===== config.mk =====
export PLATFORM = sky130hd
export DESIGN_NAME = ip_payload_eraser
export DESIGN_NICKNAME = d
export VERILOG_FILES = /design/src/sv/ipe_pkg.sv /design/src/sv/ipe_front.sv /design/src/sv/ipe_cmd_fifo.sv /design/src/sv/ipe_back.sv /design/src/sv/ip_payload_eraser.sv
export SDC_FILE = /design/constraint.sdc
export NUM_CORES = 1
export LEC_CHECK = 0
export BUFFER_PORTS_ARGS = -buffer_cell sky130_fd_sc_hd__buf_2
export CAP_MARGIN = 20
export CORE_MARGIN = 3
export CORE_UTILIZATION = 55
export CTS_CLUSTER_DIAMETER = 150
export DETAILED_ROUTE_END_ITERATION = 6
export GPL_TIMING_DRIVEN = 0
export HOLD_SLACK_MARGIN = 0.15
export PLACE_DENSITY = 0.82
export SYNTH_ARGS = -nofsm -noshare
export SYNTH_HDL_FRONTEND = slang
export SYNTH_SLANG_ARGS = --single-unit
export TNS_END_PERCENT = 10

===== constraint.sdc =====
create_clock -name clk_i -period 10.2 [get_ports clk_i]
set_input_delay 1.53 -clock clk_i [delete_from_list [all_inputs] [get_ports clk_i]]
set_output_delay 1.53 -clock clk_i [all_outputs]
set_load 0.01 [all_outputs]

===== src/sv/ipe_pkg.sv =====
// ----------------------------------------------------------------------------
// ipe_pkg
// Shared types and constants of the IP payload eraser: beat layouts, the
// command word passed from the classifier to the output stage, and the
// protocol numbers and header offsets that the classifier uses.
// ----------------------------------------------------------------------------
package ipe_pkg;

  // Width of the saturating byte position counter within a packet.
  localparam int unsigned POSITION_BITS = 16;

  // Sums of up to 255 + 60 + 60 need nine bits; the width is at least ten.
  localparam int unsigned CMP_BITS = (POSITION_BITS >= 10) ? POSITION_BITS + 1 : 10;

  localparam logic [7:0] PROTO_ICMP = 8'd1;
  localparam logic [7:0] PROTO_TCP  = 8'd6;
  localparam logic [7:0] PROTO_UDP  = 8'd17;

  localparam int unsigned TCP_CKSUM_END = 18;
  localparam int unsigned UDP_HDR_LEN   = 8;
  localparam int unsigned CKSUM_LEN     = 2;

  // Offset of the protocol byte within the IPv4 header.
  localparam int unsigned IP_PROTO_OFS  = 9;
  // Offset of the data offset byte within the TCP header.
  localparam int unsigned TCP_DOFS_OFS  = 12;
  // Smallest header length in 32-bit words.
  localparam logic [3:0]  MIN_WORDS     = 4'd5;

  typedef struct packed {
    logic [7:0] data_byte;
    logic       end_of_packet;
    logic [7:0] ip_start;
  } in_beat_t;

  typedef struct packed {
    logic [7:0] byte_out;
    logic       last_out;
    logic       discard;
  } out_beat_t;

  // A single beat is sent as given; a pair is two zero bytes, the second of
  // which carries the last and discard flags of the beat.
  typedef enum logic {
    CMD_SINGLE,
    CMD_PAIR
  } cmd_kind_e;

  typedef struct packed {
    cmd_kind_e kind;
    out_beat_t beat;
  } cmd_t;

endpackage


===== src/sv/ipe_front.sv =====
// ----------------------------------------------------------------------------
// ipe_front
// Packet parser: tracks the byte position, captures the IPv4 header length,
// the protocol and the TCP data offset, and turns each accepted byte into
// an output command, or holds it back when it is the first checksum byte.
// ----------------------------------------------------------------------------
module ipe_front import ipe_pkg::*; (
  input  logic     clk_i,
  input  logic     rst_ni,
  input  logic     accept_i,
  input  in_beat_t in_i,
  output logic     cmd_push_o,
  output cmd_t     cmd_o
);

  logic [POSITION_BITS-1:0] pos_q, pos_d;
  logic [7:0]               hs_q, hs_d;
  logic [3:0]               hw_q, hw_d;
  logic [7:0]               proto_q, proto_d;
  logic                     seen_q, seen_d;
  logic [3:0]               tcpoff_q, tcpoff_d;
  logic                     held_q, held_d;

  logic [CMP_BITS-1:0] posw, hsw, tp, erase_from, ck_first;
  logic                is_tcp, is_udp, known, disc, erase_kind, hold;
  logic [7:0]          ob;

  // Header lengths below five words count as five.
  function automatic logic [3:0] clamp_words(input logic [3:0] w);
    return (w < MIN_WORDS) ? MIN_WORDS : w;
  endfunction

  // Header field capture, using the values this byte itself sets.
  always_comb begin
    posw    = CMP_BITS'(pos_q);
    hs_d    = (pos_q == '0) ? in_i.ip_start : hs_q;
    hsw     = CMP_BITS'(hs_d);
    hw_d    = (posw == hsw) ? clamp_words(in_i.data_byte[3:0]) : hw_q;
    proto_d = proto_q;
    seen_d  = seen_q;
    if (posw == hsw + CMP_BITS'(IP_PROTO_OFS)) begin
      proto_d = in_i.data_byte;
      seen_d  = 1'b1;
    end
    tp     = hsw + CMP_BITS'({hw_d, 2'b00});
    is_tcp = seen_d && (proto_d == PROTO_TCP);
    is_udp = seen_d && (proto_d == PROTO_UDP);
    known  = is_tcp || is_udp || (seen_d && (proto_d == PROTO_ICMP));
    disc   = !known;
    tcpoff_d = tcpoff_q;
    if (is_tcp && (posw == tp + CMP_BITS'(TCP_DOFS_OFS))) begin
      tcpoff_d = clamp_words(in_i.data_byte[7:4]);
    end
  end

  // Erase and checksum boundaries for this byte.
  always_comb begin
    if (is_tcp) begin
      erase_from = tp + CMP_BITS'({tcpoff_d, 2'b00});
      ck_first   = tp + CMP_BITS'(TCP_CKSUM_END - CKSUM_LEN);
    end else begin
      erase_from = tp + CMP_BITS'(UDP_HDR_LEN);
      ck_first   = tp + CMP_BITS'(UDP_HDR_LEN - CKSUM_LEN);
    end
    erase_kind = is_tcp || is_udp;
    hold       = !held_q && erase_kind && (posw == ck_first) && !in_i.end_of_packet;
    ob         = (erase_kind && (posw >= erase_from)) ? 8'h00 : in_i.data_byte;
  end

  // Command for the output stage.
  always_comb begin
    cmd_o.beat.last_out = in_i.end_of_packet;
    cmd_o.beat.discard  = in_i.end_of_packet && disc;
    if (held_q) begin
      cmd_o.kind          = CMD_PAIR;
      cmd_o.beat.byte_out = 8'h00;
    end else begin
      cmd_o.kind          = CMD_SINGLE;
      cmd_o.beat.byte_out = ob;
    end
    cmd_push_o = accept_i && !hold;
    held_d     = hold;
    pos_d      = (pos_q == '1) ? pos_q : pos_q + POSITION_BITS'(1);
  end

  // Per-packet state; everything returns to its reset value after a last byte.
  always_ff @(posedge clk_i or negedge rst_ni) begin
    if (!rst_ni) begin
      pos_q    <= '0;
      hs_q     <= '0;
      hw_q     <= MIN_WORDS;
      proto_q  <= '0;
      seen_q   <= 1'b0;
      tcpoff_q <= MIN_WORDS;
      held_q   <= 1'b0;
    end else if (accept_i) begin
      if (in_i.end_of_packet) begin
        pos_q    <= '0;
        hs_q     <= '0;
        hw_q     <= MIN_WORDS;
        proto_q  <= '0;
        seen_q   <= 1'b0;
        tcpoff_q <= MIN_WORDS;
        held_q   <= 1'b0;
      end else begin
        pos_q    <= pos_d;
        hs_q     <= hs_d;
        hw_q     <= hw_d;
        proto_q  <= proto_d;
        seen_q   <= seen_d;
        tcpoff_q <= tcpoff_d;
        held_q   <= held_d;
      end
    end
  end

endmodule


===== src/sv/ipe_cmd_fifo.sv =====
// ----------------------------------------------------------------------------
// ipe_cmd_fifo
// Two-entry command queue between the parser and the output stage, so that
// each side can stall without holding up the other.
// ----------------------------------------------------------------------------
module ipe_cmd_fifo import ipe_pkg::*; (
  input  logic clk_i,
  input  logic rst_ni,
  input  logic push_i,
  input  cmd_t data_i,
  output logic full_o,
  output logic empty_o,
  input  logic pop_i,
  output cmd_t data_o
);

  cmd_t       mem_q [2];
  logic       wr_ptr_q, rd_ptr_q;
  logic [1:0] count_q;
  logic       do_push, do_pop;

  assign full_o  = (count_q == 2'd2);
  assign empty_o = (count_q == 2'd0);
  assign do_push = push_i && !full_o;
  assign do_pop  = pop_i && !empty_o;
  assign data_o  = mem_q[rd_ptr_q];

  // Entry storage.
  always_ff @(posedge clk_i) begin
    if (do_push) begin
      mem_q[wr_ptr_q] <= data_i;
    end
  end

  // Pointers and fill level.
  always_ff @(posedge clk_i or negedge rst_ni) begin
    if (!rst_ni) begin
      wr_ptr_q <= 1'b0;
      rd_ptr_q <= 1'b0;
      count_q  <= 2'd0;
    end else begin
      if (do_push) begin
        wr_ptr_q <= !wr_ptr_q;
      end
      if (do_pop) begin
        rd_ptr_q <= !rd_ptr_q;
      end
      unique case ({do_push, do_pop})
        2'b10:   count_q <= count_q + 2'd1;
        2'b01:   count_q <= count_q - 2'd1;
        default: count_q <= count_q;
      endcase
    end
  end

endmodule


===== src/sv/ipe_back.sv =====
// ----------------------------------------------------------------------------
// ipe_back
// Output stage: expands commands into output beats and holds the oldest
// beat in a register until it is popped. A pair command yields two beats.
// ----------------------------------------------------------------------------
module ipe_back import ipe_pkg::*; (
  input  logic      clk_i,
  input  logic      rst_ni,
  input  logic      cmd_empty_i,
  input  cmd_t      cmd_i,
  output logic      cmd_pop_o,
  output logic      empty_o,
  input  logic      pop_i,
  output out_beat_t out_o
);

  logic      out_valid_q;
  out_beat_t out_q;
  logic      pend_q;
  out_beat_t pend_beat_q;
  logic      load;

  assign load      = !out_valid_q || pop_i;
  assign cmd_pop_o = load && !pend_q && !cmd_empty_i;
  assign empty_o   = !out_valid_q;
  assign out_o     = out_q;

  // Output register and the pending second beat of a pair.
  always_ff @(posedge clk_i or negedge rst_ni) begin
    if (!rst_ni) begin
      out_valid_q <= 1'b0;
      pend_q      <= 1'b0;
    end else if (load) begin
      if (pend_q) begin
        out_valid_q <= 1'b1;
        pend_q      <= 1'b0;
      end else if (!cmd_empty_i) begin
        out_valid_q <= 1'b1;
        pend_q      <= (cmd_i.kind == CMD_PAIR);
      end else begin
        out_valid_q <= 1'b0;
      end
    end
  end

  // Beat payload; the first beat of a pair is a plain zero byte.
  always_ff @(posedge clk_i) begin
    if (load) begin
      if (pend_q) begin
        out_q <= pend_beat_q;
      end else if (!cmd_empty_i) begin
        unique case (cmd_i.kind)
          CMD_PAIR: begin
            out_q       <= '0;
            pend_beat_q <= cmd_i.beat;
          end
          CMD_SINGLE: begin
            out_q <= cmd_i.beat;
          end
          default: begin
            out_q <= cmd_i.beat;
          end
        endcase
      end
    end
  end

endmodule


===== src/sv/ip_payload_eraser.sv =====
// ----------------------------------------------------------------------------
// ip_payload_eraser
// Zeroes the transport payload and checksum of IPv4 TCP and UDP packets
// carried as a byte stream, and marks unknown protocols for discard.
// ----------------------------------------------------------------------------
//  Channel   Handshake            Payload
//  input     push / full          in_i  : data_byte, end_of_packet, ip_start
//  result    empty / pop          out_o : byte_out, last_out, discard
//
//  One byte is accepted per cycle while full is low. A result passes through
//  the command queue and the output register; the held first checksum byte
//  yields no result and is released with the next byte as two beats.
// Parser and output stage are parted by a two-entry command queue; full
// rises only when that queue is full, so a stalled pop backs up after two
// commands plus the output register. Reset clears all control state at once.
// ----------------------------------------------------------------------------
module ip_payload_eraser import ipe_pkg::*; (
  input  logic      clk_i,
  input  logic      rst_ni,
  input  logic      push,
  output logic      full,
  input  in_beat_t  in_i,
  output logic      empty,
  input  logic      pop,
  output out_beat_t out_o
);

  logic accept;
  logic cmd_push, cmd_full, cmd_empty, cmd_pop;
  cmd_t cmd_in, cmd_out;

  assign full   = cmd_full;
  assign accept = push && !cmd_full;

  // Parser front end.
  ipe_front u_front (
    .clk_i      (clk_i),
    .rst_ni     (rst_ni),
    .accept_i   (accept),
    .in_i       (in_i),
    .cmd_push_o (cmd_push),
    .cmd_o      (cmd_in)
  );

  // Command queue.
  ipe_cmd_fifo u_fifo (
    .clk_i   (clk_i),
    .rst_ni  (rst_ni),
    .push_i  (cmd_push),
    .data_i  (cmd_in),
    .full_o  (cmd_full),
    .empty_o (cmd_empty),
    .pop_i   (cmd_pop),
    .data_o  (cmd_out)
  );

  // Output stage.
  ipe_back u_back (
    .clk_i       (clk_i),
    .rst_ni      (rst_ni),
    .cmd_empty_i (cmd_empty),
    .cmd_i       (cmd_out),
    .cmd_pop_o   (cmd_pop),
    .empty_o     (empty),
    .pop_i       (pop),
    .out_o       (out_o)
  );

endmodule


== Word-level counts from Yosys, hierarchy flattened ==
Memory sizes are Yosys's and may differ from the RTL's.
Cells that the tools add are included.

* Input port bits: 21
* Memory bits (writable): 22
* Memories: 1
* Output and inout port bits: 12
* Register bits after elaboration: 68
* Word-level logic and storage cells: 111

{| class="wikitable"
|+ Memories
! name !! depth !! bits a word !! rd ports !! clocked after memory_dff !! write ports !! RTL line !! RTL
|-
| u_fifo.mem_q || 2 || 11 || 1 || 0 || 1 || ipe_cmd_fifo.sv:17 || <nowiki>cmd_t mem_q [2];</nowiki>
|}

* $add $sub $neg: 10
* Reductions and logical operators: 34
* Equality and inequality tests: 13
* Muxes and demuxes: 29
* Bitwise logic cells: 3
* $lt $le $gt $ge: 3

{| class="wikitable"
|+ Operators with widths
! operator !! count
|-
| 16-bit by 17-bit equality test with 1-bit output || 3
|-
| 8-bit two-way mux || 5
|-
| 17-bit by 4-bit adder with 17-bit output (second input constant) || 2
|-
| 17-bit two-way mux || 2
|-
| 16-bit two-way mux || 2
|-
| 4-bit two-way mux || 6
|-
| 10-bit two-way mux || 2
|-
| 10-bit one-hot mux with 2 select lines || 1
|-
| 17-bit by 3-bit adder with 17-bit output (second input constant) || 1
|-
| 17-bit by 5-bit adder with 17-bit output (second input constant) || 1
|-
| 17-bit by 6-bit adder with 17-bit output || 1
|-
| 16-bit by 17-bit >= comparator with 1-bit output || 1
|-
| 16-bit by 1-bit adder with 16-bit output (second input constant) || 1
|-
| 16-bit equality test (second input constant) || 1
|-
| 16-bit by 8-bit equality test with 1-bit output || 1
|-
| 16-bit logical NOT || 1
|-
| 1-bit logical AND || 15
|-
| 1-bit logical NOT || 10
|-
| 8-bit by 4-bit adder with 9-bit output (second input constant) || 1
|-
| 8-bit by 6-bit adder with 9-bit output || 1
|-
| 1-bit two-way mux || 9
|-
| 9-bit two-way mux || 1
|-
| 8-bit by 1-bit equality test with 1-bit output (second input constant) || 1
|-
| 8-bit by 3-bit equality test with 1-bit output (second input constant) || 1
|-
| other kinds (14) || 22
|}

== Longest topological paths before layout ==
* Depth in word-level cells: 16
* Gate-level depth with buffers: 43
* Depth with buffers taken out: 41

== Modules after synthesis ==
From an unflattened synthesis, not the netlist that was laid out.

* Cell total of the unflattened synthesis: 588
* Area, all modules: 6064.6 µm²

{| class="wikitable"
|+ By module, submodules not included
! module !! times used !! sequential area each (µm²) !! cells an instance !! area an instance (µm²)
|-
| ipe_front || 1 || 1056.0 || 487 || 4221.5
|-
| ipe_cmd_fifo || 1 || 760.7 || 52 || 988.4
|-
| ipe_back || 1 || 650.6 || 48 || 840.8
|-
| ip_payload_eraser || 1 || 0.0 || 1 || 13.8
|}

== Worst setup path after synthesis ==
Ideal clock, no wire load.

* Path kind: in2reg
* Start point: input port in_i[1] in the netlist's numbering
* End point: memory u_fifo.mem_q[0][2] in the netlist's numbering, data pin
* Library setup time: 0.280 ns
* Slack: 1.526 ns
* Path buffers: 1
* Cell stages on the path: 36
* Arrival: 8.394 ns
* Required time: 9.920 ns
* Path through: nand2_1 > nand2_1 > inv_1 > ha_1 > nand3_1 > nand3b_1 > nor4_1 > o21ai_0 > ha_1 > fa_1 > nand3_1 > and2_1 > nor3_1 > a41oi_1 > xor2_1 > nor2b_1 > and3_1 > a21oi_1 > a2111oi_4 > buf_4 > mux2_2 > ha_1 > a21o_1 > a21oi_1 > inv_1 > a21oi_1 > mux2i_4 > mux2_1 > o22ai_2 > xor2_1 > ha_1 > nand4_1 > nor3_1 > nor3_1 > a21oi_1 > nor3b_1

{| class="wikitable"
|+ RTL lines
! item !! RTL line !! RTL
|-
| start: declaration || ip_payload_eraser.sv:22 || <nowiki>input in_beat_t in_i,</nowiki>
|-
| end: declaration || ipe_cmd_fifo.sv:17 ||
|}

==> impl_metrics.env <==
export IMPL_cts_root_buffer="clkbuf_8"
export IMPL_fin_setup_tns_ns=0
export IMPL_status="complete, no violations"
export IMPL_cts_tree="built"
export IMPL_drtIter0Drc=483
export IMPL_setup_viol=0
export IMPL_ctsHoldBuffers=0
export IMPL_vias=4807
export IMPL_min_period_ns=9.63
export IMPL_crit_buf_inv=6
export IMPL_routed_via_density=6.10
export IMPL_yosys_mux_area_fraction_pct=6.51
export IMPL_n_antenna_cell=0
export IMPL_synth_cell_area_um2=6020
export IMPL_worst_ep_required_time_ns=10.37
export IMPL_synth_edf_count=42
export IMPL_dp_hpwl_um=10900
export IMPL_cpLargestDelayFamily="simple AND/OR/NAND/NOR gates"
export IMPL_nFillCells=875
export IMPL_ctsHtreeMaxLevel=3
export IMPL_worst_path_max_delay_cell="dfrtp_1"
export IMPL_register_area_um2=2470
export IMPL_antenna_found_initial=0
export IMPL_drv_slew=0
export IMPL_holdPathStages=0
export IMPL_critical_path_max_stage_delay_ns=0.53
export IMPL_clock_sinks=90
export IMPL_pin_count=33
export IMPL_rr_worst_depth=41
export IMPL_grt_max_degree=49
export IMPL_ys_warn_count=0
export IMPL_setup_slack_ns=0.574
export IMPL_clockBufferDepth=2
export IMPL_path_common_cell="ha_1"
export IMPL_fin_cells=788
export IMPL_dp_cells=768
export IMPL_synth_simple_area_share_pct=20.4
export IMPL_yosys_area_top_type="edfxtp_1"
export IMPL_clock_latency_ns=0.39
export IMPL_fmax_mhz=104
export IMPL_setup_worst_path_end_class="flop"
export IMPL_drv_cap=0
export IMPL_final_nets=699
export IMPL_io_buffer_count=31
export IMPL_drive_gt1_share_pct=17.3
export IMPL_synth_compound_area_share_pct=14.6
export IMPL_ys_ff_latch=90
export IMPL_synth_top_cell_area_share_pct=21.0
export IMPL_cp_depth=41
export IMPL_numCtsBuffers=9
export IMPL_synth_common_cells="nand2_1 (59), nor2_1 (47), dfrtp_1 (44)"
export IMPL_synthAdderAreaFrac_pct=6.70
export IMPL_track_usage_pct=23.8
export IMPL_num_rows=37
export IMPL_grt_pass1_wl_um=23500
export IMPL_syn_nets=653
export IMPL_ir_drop_mv=0.169
export IMPL_whs_ns=0.476
export IMPL_arrival_ns=9.80
export IMPL_tightest_slew_ns=0.915
export IMPL_ys_seq_area_share_pct=41.0
export IMPL_drc_errors=0
export IMPL_postRouteAntennaNets=0
export IMPL_syn_inst=601
export IMPL_crit_type="reg2reg"
export IMPL_ys_top_cells_by_area="edfxtp_1 (21%), dfrtp_1 (18%), ha_1 (6.0%), mux2_2 (3.7%), nand2_1 (3.7%)"
export IMPL_multi_input_area_um2=3400
export IMPL_cellPowerDensity_nw_per_um2=357
export IMPL_synth_xor_area_share_pct=7.11
export IMPL_p_leak_nw=2.74
export IMPL_final_hold_viol_count=0
export IMPL_start_kind="flop"
export IMPL_synth_ff_type="dfrtp_1"
export IMPL_die_w_um=111
export IMPL_maxSlewHeadroom_pct=38.8
export IMPL_drt_wl_total_um=14700
export IMPL_core_area_um2=10500
export IMPL_place_area_um2=6340
export IMPL_grt_overflow=0
export IMPL_area_growth_pct=10.6
export IMPL_grt_pass1_vias=4663
export IMPL_place_gp_congestion=0.918
export IMPL_async_flop_share_pct=53.3
export IMPL_min_path_type="reg2reg"
export IMPL_postLayoutCoreUtil_pct=63.6
export IMPL_crit_fanout=10
export IMPL_synth_top_family_by_area="simple AND/OR/NAND/NOR gates"
export IMPL_rsz0062_at_grt="true"
export IMPL_fin_worst_skew_ns=0.0200
export IMPL_drtPass1Iterations=5
export IMPL_path_clk_slew_ns=0.11
export IMPL_design_area_um2=6660
export IMPL_syn_avg_cell_area_um2=10.0
export IMPL_total_power_mw=2.38
export IMPL_die_h_um=111
export IMPL_post_place_ws_ns=-0.212
export IMPL_drt_wirelength_per_cell_um=18.6
export IMPL_yosysUniqueCellTypes=75
export IMPL_die_area_um2=12200
export IMPL_finalCritPeriodShare_pct=94.4
export IMPL_start_util_pct=57.5
export IMPL_yosysMostFrequentCell="nand2_1"
[placed cells by master, fill, tap and decap left out, types with 19 or more instances in the layout]
cell / Yosys / routed
mux2_2: 20 / 20
ha_1: 29 / 29
nand2_1: 59 / 59
o21ai_0: 33 / 33
inv_1: 19 / 19
buf_2: 2 / 33
nor2_1: 47 / 46
edfxtp_1: 42 / 42
nand2b_1: 19 / 19
xor2_1: 24 / 23
a21oi_1: 26 / 24
dfrtp_1: 44 / 44
xnor2_1: 23 / 22
[final timing paths]
path	slack, ns	startpoint	end
worst max register to register	0.57	u_front.pos_q[1]$_DFFE_PN0P_	u_fifo.mem_q[1][6]$_DFFE_PP_
worst min register to register	0.48	u_front.held_q$_DFFE_PN0P_	u_fifo.mem_q[0][10]$_DFFE_PP_
min in group asynchronous	1.14	rst_ni	u_back.pend_q$_DFFE_PN0N_
max in group asynchronous	8.42	rst_ni	u_front.tcpoff_q[2]$_DFFE_PN1P_
worst min-delay path	0.48	u_front.held_q$_DFFE_PN0P_	u_fifo.mem_q[0][10]$_DFFE_PP_
worst max-delay path	0.57	u_front.pos_q[1]$_DFFE_PN0P_	u_fifo.mem_q[1][6]$_DFFE_PP_
[power breakdown]
group	total, mW	internal [mW]	switching (mW)
combinational	1.56	0.640	0.916
sequential	0.563	0.509	0.0542
clock	0.260	0.118	0.143
total	2.38	1.27	1.11
[layer usage]
metal / routed length [um] / GRT usage (%) / vias to the layer above
li1: - / - / 2262
met1: 6610 / 32.2 / 2347
met2: 6780 / 37.9 / 171
met3: 891 / 5.15 / 27
met4: 375 / 7.96 / 0
met5: 0 / 0 / -
[registers in the layout, summed over array words and instances (netlist names)]
register	count
u_front.held_q	1
u_back.out_valid_q	1
u_front.proto_q	8
u_fifo.count_q	2
u_back.pend_q	1
u_front.tcpoff_q	4
u_front.seen_q	1
u_front.pos_q	16
u_fifo.mem_q	22
u_back.pend_beat_q	10
u_back.out_o	10
u_fifo.rd_ptr_q	1
u_front.hs_q	8
u_fifo.wr_ptr_q	1
u_front.hw_q	4
[layout make-up]
| type | count | area share (%) |
|---|---|---|
| inverters | 20 | 1.13 |
| well taps | 136 | 2.56 |
| multi-input cells | 465 | 51.1 |
| repair buffers | 35 | 2.97 |
| clock inverters | 7 | 1.22 |
| flip-flops and latches | 90 | 37.1 |
| clock buffers | 9 | 1.86 |
| plain buffers | 26 | 2.12 |
[kinds of logic (layout without fill, tap and decap cells)]
family | after synthesis | count (layout)
buffers and inverters | 46 | 97
xor gates and xnor gates | 48 | 48
adders and majority gates | 31 | 31
and+or+nand+nor | 224 | 224
muxes | 33 | 33
DFF | 90 | 90
other | 1 | 1
AOI/OAI and AO/OA | 128 | 128
[what timing repair did]
action | in CTS | in global routing
setup buffers | 0 | 3
pin swaps | 0 | 1
endpoints found under the setup margin | 16 | 16
gates resized for setup | 1 | 10
endpoints found under the hold margin | 0 | 0
Note: power is estimated with default switching activity, not from simulation.
